--- src/sv/sxyz_pkg.sv ---
// Package: shared constants, float type and helper functions for the sRGB to XYZ converter.
package sxyz_pkg;

   localparam int CHAN_W    = 16;
   localparam int TRI_W     = 15;
   localparam int CHROMA_W  = 16;

   // sRGB curve: linear segment limit and reciprocal for the divide by 646
   localparam logic [15:0] LIN_LIMIT  = 16'd2650;
   localparam logic [21:0] LIN_MUL    = 22'd50;
   localparam logic [21:0] LIN_BIAS   = 22'd323;
   localparam logic [40:0] LIN_RECIP  = 41'd415535;
   localparam logic [26:0] POW_MUL    = 27'd1000;
   localparam logic [26:0] POW_BIAS   = 27'd3604425;
   localparam logic [31:0] POW_DEN    = 32'd69139425;

   localparam logic [15:0] MAT [3][3] = '{
      '{16'd27031, 16'd23434, 16'd11825},
      '{16'd13938, 16'd46868, 16'd4730},
      '{16'd1267,  16'd7811,  16'd62279}
   };

   localparam logic [46:0] TRI_SCALE = 47'd25600;
   localparam logic [46:0] TRI_BIAS  = 47'd2147450880;
   localparam logic [16:0] TRI_DIV   = 17'd65535;
   localparam logic [15:0] TRI_MAX   = 16'd32767;

   // pipeline depths
   localparam int SRCH_BITS = 16;
   localparam int DEC_LAT   = 7 + 4 * SRCH_BITS + 1;
   localparam int DIV_LAT   = 17;
   localparam int MAT_LAT   = 5;
   localparam int PIPE_LAT  = 1 + DEC_LAT + MAT_LAT + DIV_LAT + 1;

   // value = m * 2^e, m normalized with bit 31 set
   typedef struct packed {
      logic signed [11:0] e;
      logic [31:0]        m;
   } fp_type;

   function automatic fp_type to_float(logic [31:0] x);
      fp_type r;
      int     msb;
      begin
         msb = 0;
         for (int i = 0; i < 32; i++) begin
            if (x[i]) msb = i;
         end
         r.m = x << (31 - msb);
         r.e = 12'(msb - 31);
         return r;
      end
   endfunction

   function automatic fp_type fmul(fp_type a, fp_type b);
      logic [63:0] p;
      fp_type      r;
      begin
         p = a.m * b.m;
         if (p[63]) begin
            r.m = p[63:32];
            r.e = a.e + b.e + 12'sd32;
         end else begin
            r.m = p[62:31];
            r.e = a.e + b.e + 12'sd31;
         end
         return r;
      end
   endfunction

   function automatic logic fle(fp_type a, fp_type b);
      return (a.e < b.e) || ((a.e == b.e) && (a.m <= b.m));
   endfunction

   function automatic fp_type fpow(logic [31:0] x, int n);
      fp_type b;
      fp_type r;
      begin
         b = to_float(x);
         r = b;
         for (int i = 1; i < n; i++) r = fmul(r, b);
         return r;
      end
   endfunction

   // compare (2w-1)^5 * d^12 against 32 * 65535^5 * a^12
   localparam fp_type D_FP = fpow(POW_DEN, 12);
   localparam fp_type K_FP = fmul(to_float(32'd32), fpow(32'd65535, 5));

endpackage

--- src/sv/sxyz_div.sv ---
// Pipelined restoring divider for chromaticity: floor(part * 65536 / sum), saturated.
module sxyz_div (
   input  logic        clock,
   input  logic        adv,
   input  logic [14:0] part,
   input  logic [16:0] sum,
   output logic [15:0] quo
);

   localparam int NST = sxyz_pkg::DIV_LAT;

   logic [16:0] rem_ff [NST];
   logic [16:0] q_ff   [NST];
   logic [16:0] den_ff [NST];

   genvar gi;
   generate
      for (gi = 0; gi < NST; gi++) begin : g_st
         logic [16:0] rem_prev, q_prev, den_prev, rem_in;
         logic [17:0] r2;
         logic        ge;

         if (gi == 0) begin : g_first
            assign rem_prev = {3'd0, part[14:1]};
            assign q_prev   = '0;
            assign den_prev = sum;
            assign r2       = {rem_prev, part[0]};
         end else begin : g_next
            assign rem_prev = rem_ff[gi-1];
            assign q_prev   = q_ff[gi-1];
            assign den_prev = den_ff[gi-1];
            assign r2       = {rem_prev, 1'b0};
         end

         always_comb begin
            ge     = (r2 >= {1'b0, den_prev});
            rem_in = ge ? 17'(r2 - {1'b0, den_prev}) : r2[16:0];
         end

         always_ff @(posedge clock) begin
            if (adv) begin
               rem_ff[gi] <= rem_in;
               q_ff[gi]   <= {q_prev[15:0], ge};
               den_ff[gi] <= den_prev;
            end
         end
      end
   endgenerate

   assign quo = q_ff[NST-1][16] ? 16'hFFFF : q_ff[NST-1][15:0];

endmodule

--- config.mk ---
export PLATFORM = sky130hd
export DESIGN_NAME = sxyz_div
export DESIGN_NICKNAME = d
export VERILOG_FILES = /design/src/sv/sxyz_pkg.sv /design/src/sv/sxyz_div.sv
export SDC_FILE = /design/constraint.sdc
export NUM_CORES = 1
export LEC_CHECK = 0
export BUFFER_PORTS_ARGS = -buffer_cell sky130_fd_sc_hd__buf_2
export CORE_ASPECT_RATIO = 0.8
export CORE_MARGIN = 3
export CORE_UTILIZATION = 55
export CTS_CLUSTER_SIZE = 25
export DETAILED_ROUTE_END_ITERATION = 8
export PLACE_DENSITY = 0.71
export SLEW_MARGIN = 10
export SYNTH_ARGS = -nofsm -noshare
export SYNTH_HDL_FRONTEND = slang
export SYNTH_SLANG_ARGS = --single-unit
--- constraint.sdc ---
create_clock -name clock -period 7.49 [get_ports clock]
set_input_delay 1.498 -clock clock [delete_from_list [all_inputs] [get_ports clock]]
set_output_delay 1.498 -clock clock [all_outputs]
set_load 0.01 [all_outputs]
==> results of run 1 <==
==> layout by cell type, fill, tap and decap left out, drive strengths merged, types with 11 or more instances in the layout <==
| cell | count |
|---|---|
| and2 | 18 |
| bufinv | 11 |
| nor2b | 41 |
| nand2b | 39 |
| mux2 | 158 |
| nand3 | 41 |
| clkbuf | 86 |
| o31ai | 16 |
| o21bai | 20 |
| xnor2 | 132 |
| a211oi | 33 |
| fa | 16 |
| inv | 353 |
| o21a | 56 |
| edfxtp | 697 |
| nor2 | 208 |
| xor2 | 67 |
| a21o | 80 |
| nand2 | 132 |
| o211ai | 15 |
| and3 | 22 |
| o21ai | 158 |
| clkinv | 27 |
| or3 | 18 |
| o31a | 12 |
| a31oi | 35 |
| a21oi | 197 |
| buf | 55 |
| or2 | 28 |
| nor3 | 63 |
| nand4 | 32 |
| ha | 286 |
| mux2i | 13 |
==> cell families (layout without fill, tap and decap cells) <==
family	after synthesis	after routing
adders and majority gates	302	302
xor gates and xnor gates	199	199
DFF	697	697
buffers and inverters	395	537
and+or+nand+nor	675	675
AOI/OAI and AO/OA	686	686
muxes	171	171
==> worst max-delay path, cell delays in order <==
cell	delay, ns
buf_2	0.11
inv_1	0.05
ha_1	0.29
nor2b_1	0.14
o21ai_0	0.21
a21boi_1	0.14
nor3_1	0.32
o31ai_2	0.19
a21oi_1	0.22
o21a_1	0.78
mux2_2	0.42
==> area by class of cell <==
type                       count  area [sq um]
clock inverter                44         629.4
sequential                   697         20930
clock buffer                  86          1854
fill                        5192         26080
multi-input combinational   2033         15340
tap                          913          1142
inverter                     352          1321
timing repair buffer          55         337.8
==> layer usage <==
| layer | GRT usage [%] | routed length (um) | share of wire, % | vias up |
|---|---|---|---|---|
| met5 | 0 | 0 | 0 | - |
| met2 | 32.08 | 32340 | 43 | 672 |
| met1 | 30.90 | 35550 | 48 | 11420 |
| li1 | - | - | - | 11630 |
| met3 | 4.272 | 5235 | 7.0 | 112 |
| met4 | 4.831 | 1455 | 2.0 | 0 |
==> synthesized netlist by cell type (all sizes together), types with 35 or more instances <==
cell / number
nand2b: 39
nor2b: 41
o21a: 56
mux2: 158
a31oi: 35
nand2: 132
inv: 352
nor3: 63
xor2: 67
o21ai: 158
ha: 286
edfxtp: 697
nor2: 208
a21o: 80
nand3: 41
a21oi: 197
xnor2: 132
==> final timing paths <==
kind | startpoint | endpoint | slack [ns] | cells past startpoint
max | sum[1] | rem_ff[0][3]$_DFFE_PP_ | 3.49 | 11
min | q_ff[0][171]$_DFFE_PP_ | q_ff[0][189]$_DFFE_PP_ | 0.41 | 0
max reg2reg | den_ff[0][2]$_DFFE_PP_ | rem_ff[0][25]$_DFFE_PP_ | 3.66 | 10
min reg2reg | q_ff[0][171]$_DFFE_PP_ | q_ff[0][189]$_DFFE_PP_ | 0.41 | 0
==> registers in the layout (all words and copies together) (netlist names) <==
name and flops:
rem_ff 272, den_ff 272, q_ff 153
==> power breakdown <==
group / switching [mW] / internal (mW)
combinational: 3.84 / 3.33
clock: 1.54 / 2.18
sequential: 0.535 / 5.70
==> stage by stage <==
stage               hold slack [ns]  setup slack [ns]  area (sq um)  utilization [%]
finish                       0.4147             3.485         41560            61.44
global route                 0.4123             3.271         41560            61.44
CTS                          0.4067             3.555         41560            61.44
detailed placement           0.4045             2.894         39070            57.77
global placement             0.4015             3.078         39070            57.77
floorplan                    0.4003             3.647         37830                -
==> run metrics, run 1 <==
clock skew 0.03741 ns; Synth Register Bits 697; final wirelength 74580 um; synthesized instance count 3125; Post-CTS Hold Fix Bufs 0; largest net degree at the start of global routing 177; CTS Root Cell clkbuf_16; CP required 7.87 ns; Initial Util 55.93%; Die X 299.2 um; first-pass GRT wire length 121600 um; Final Hold Fails 0; total grt overflow 0; hpwl dp 53960 um; DRT iter0 DRCs 2205; EDFF count, synth 697; setup_tns 0 ns; Via Count 23830; Worst-Margin Slew 1.243 ns; clock-pin slew on the worst setup and hold paths 0.06 ns; mux cell area share after synthesis 5.315%; gpl congestion 0.9545; RSZ-0062 raised after global routing no; Setup Fix Bufs, Post-CTS 0; Die Y 240.6 um; Tmin final 4.005 ns; Layout Nets 3547; CTS tree built; fraction of layout cells with a size suffix above 1 11.08%; count of cell types in the netlist 78; post-synthesis cell area 0.03783 sq mm; Compound-Gate Fraction of Synth Area 11.56%; Synth top area share 55.33%; CP Capture Type register; highest clock rate 249.7 MHz; worst vdd ir 198.9 uV; H-Tree Level Count 3; top cell type by total area after synthesis edfxtp_1; cts bufs inserted 72; critical path arrival 4.38 ns; Final Non-Filler Cells 4180; full die area 0.07198 sq mm; Slew Viols, Final 0; first drt pass iteration count 6; CTS Sinks 697; Max-cap violations 0; Yosys warnings 0; synthesized-area fraction occupied by adder cells 10.31%; dominant synthesized flop cell edfxtp_1; initial antenna violation count 0; drt wl/cell 17.84 um; vias in the first global route 23370; Total Routing Usage GR 20.90%; crit share post-route 53.47%; syn_area_per_cell 12.11 sq um; crit path max fanout 18; core area 0.06764 sq mm; clock latency on the worst-skew pair 0.63 ns; static leakage 16.83 nW; Syn-to-layout area delta 9.853%; Total Power 17.12 mW; antenna diode count 0; post-CTS resize count 0; placed insts 4050; # DRC 0; combinational family with the most area after synthesis compound AO/OA/AOI/OAI gates; syn_nets 3461; top post-synthesis cells by area edfxtp_1, ha_1, mux2_2, inv_1, xnor2_1; Setup CP Type primary input to register; Setup crit start kind primary input; hold crit path type register to register; # rows 85; Power Density 411.9 mW/mm^2; ANT nets after route 0; Slew HR 17.14%; register area share after synthesis 55.33%; # setup viols final 0; status completed; I/O Pins 50; Synth Area in Simple Gates 8.748%; clk buf depth 3; vias per inst 5.700; port buffer count 49; fraction of registers with async set/reset 0%; Post-Synth XOR/XNOR Area 4.607%
Power figures use the tool's default switching activity.
==> inputs of run 2 (changes only) <==
clock period = 3.7 ns   (was 7.49 ns; I/O delays follow)
==> run 2 against run 1 <==
  * Register-to-register slack worse by 3.4 ns
  * Clock power up 98%
  * Core utilization increased by 0.36 points
  * Routed wire length rose by 3.1%
  * Die area is the same
==> run metrics, run 2 (same netlist as run 1, synthesis figures left out) <==
Setup CP Type register to register; ANT nets after route 0; CP Capture Type register; first drt pass iteration count 5; CTS Sinks 697; CTS tree built; Worst Setup EP rem_ff[0][115]$_DFFE_PP_; antenna diode count 0; Post-CTS Hold Fix Bufs 0; I/O Pins 50; clock skew 0.03630 ns; Final Hold Fails 0; vias per inst 5.743; CTS Root Cell clkbuf_16; RR Endpoint rem_ff[0][115]$_DFFE_PP_; highest clock rate 288.4 MHz; # setup viols final 0; Worst-Margin Slew 0.9022 ns; largest net degree at the start of global routing 94; fraction of layout cells with a size suffix above 1 12.06%; static leakage 16.99 nW; Via Count 24200; H-Tree Level Count 3; RSZ-0062 raised after global routing no; worst vdd ir 406.6 uV; crit share post-route 93.70%; clock latency on the worst-skew pair 0.64 ns; Max-cap violations 0; Syn-to-layout area delta 10.50%; clock-pin slew on the worst setup and hold paths 0.07 ns; hold crit path type primary input to register; Crit. Startpoint den_ff[0][85]$_DFFE_PP_; # DRC 0; Initial Util 55.93%; gpl congestion 0.8982; cts bufs inserted 72; CP required 4.08 ns; Slew HR 39.49%; Setup crit start kind register; Total Power 34.71 mW; Max stage delay on crit path 0.55 ns; RR Startpoint den_ff[0][85]$_DFFE_PP_; final wirelength 76890 um; commonest non-fill, non-tap cells in the layout edfxtp_1, inv_1, ha_1; clk buf depth 3; core area 0.06764 sq mm; drt wl/cell 18.25 um; hpwl dp 56300 um; DRT iter0 DRCs 2134; initial antenna violation count 1; total grt overflow 0; Layout Nets 3581; commonest non-fill, non-tap cell in the layout edfxtp_1; full die area 0.07198 sq mm; Die Y 240.6 um; Power Density 830.4 mW/mm^2; largest registers den_ff x272, rem_ff x272, q_ff x153; Total Routing Usage GR 21.38%; Tmin final 3.467 ns; Slew Viols, Final 0; critical path arrival 3.84 ns; worst r2r path cells 9; slack of the worst reg-to-reg path 0.23 ns; first-pass GRT wire length 123300 um; crit path cell chain fa_1 > nand2b_1 > a21oi_1 > o21ai_0 > buf_4 > a311oi_1 > o21bai_1 > a31o_2 > o21ai_0; status completed; setup_tns 0 ns; # rows 85; vias in the first global route 23310; port buffer count 49; Die X 299.2 um; most used cell, CP o21ai_0; critical path's slowest cell edfxtp_1; crit path max fanout 34
## run 2: area by class of cell
cell class,count,area [sq um]
clock inverters,47,579.3
repair buffers,89,643.1
fillers,5102,25840
well taps,913,1142
inverters,352,1321
flip-flops and latches,697,20930
multi-input cells,2033,15340
clock buffers,83,1843
## run 2: metal layers
metal | vias to the layer above | GRT usage [%] | routed length, um
met2 | 729 | 31.87 | 32320
met1 | 11650 | 31.92 | 37450
met3 | 131 | 5.207 | 5642
met5 | - | 0 | 0
met4 | 0 | 4.816 | 1478
li1 | 11700 | - | -
## run 2: worst max-delay path, delay by kind of cell, from the launching register on
kind	cells	cell delay, ns
buf+inv	1	0.23
simple gates	1	0.19
fa+ha+maj	1	0.51
compound gates	6	1.70
flops	1	0.55
## run 2: worst min-delay path by stage
stage	start	endpoint	depth (start not counted)
detailed placement	q_ff[0][107]$_DFFE_PP_	q_ff[0][125]$_DFFE_PP_	0
floorplan	q_ff[0][85]$_DFFE_PP_	q_ff[0][103]$_DFFE_PP_	0
finish	sum[0]	den_ff[0][0]$_DFFE_PP_	1
global placement	q_ff[0][107]$_DFFE_PP_	q_ff[0][125]$_DFFE_PP_	0
global route	sum[2]	den_ff[0][2]$_DFFE_PP_	1
CTS	sum[0]	den_ff[0][0]$_DFFE_PP_	1
## run 2: report_power, final
group	leakage [nW]	total [mW]	internal [mW]	switching [mW]
clock network	1.16	7.35	4.21	3.14
logic	9.02	14.7	6.86	7.84
registers	6.81	12.7	11.5	1.13
total	17.0	34.7	22.6	12.1
## run 2: per-stage QoR
stage               hold WS, ns  cells  setup slack [ns]  utilization (%)  area (sq um)
floorplan                0.4003   3125            0.6147                -         37830
global placement         0.4041   4084            0.3225            58.22         39380
detailed placement       0.4045   4084            0.2513            58.22         39380
CTS                      0.2681   4214            0.2075            61.80         41800
global route             0.2734   4214           0.08645            61.80         41800
finish                   0.2965   4214            0.2332            61.80         41800
## run 2: repair_timing
item | 4_1_cts | 5_1_grt
hold endpoints to repair | 0 | 0
setup endpoints to repair | 0 | 6
gates resized for setup | 0 | 1
setup buffers | 0 | 0
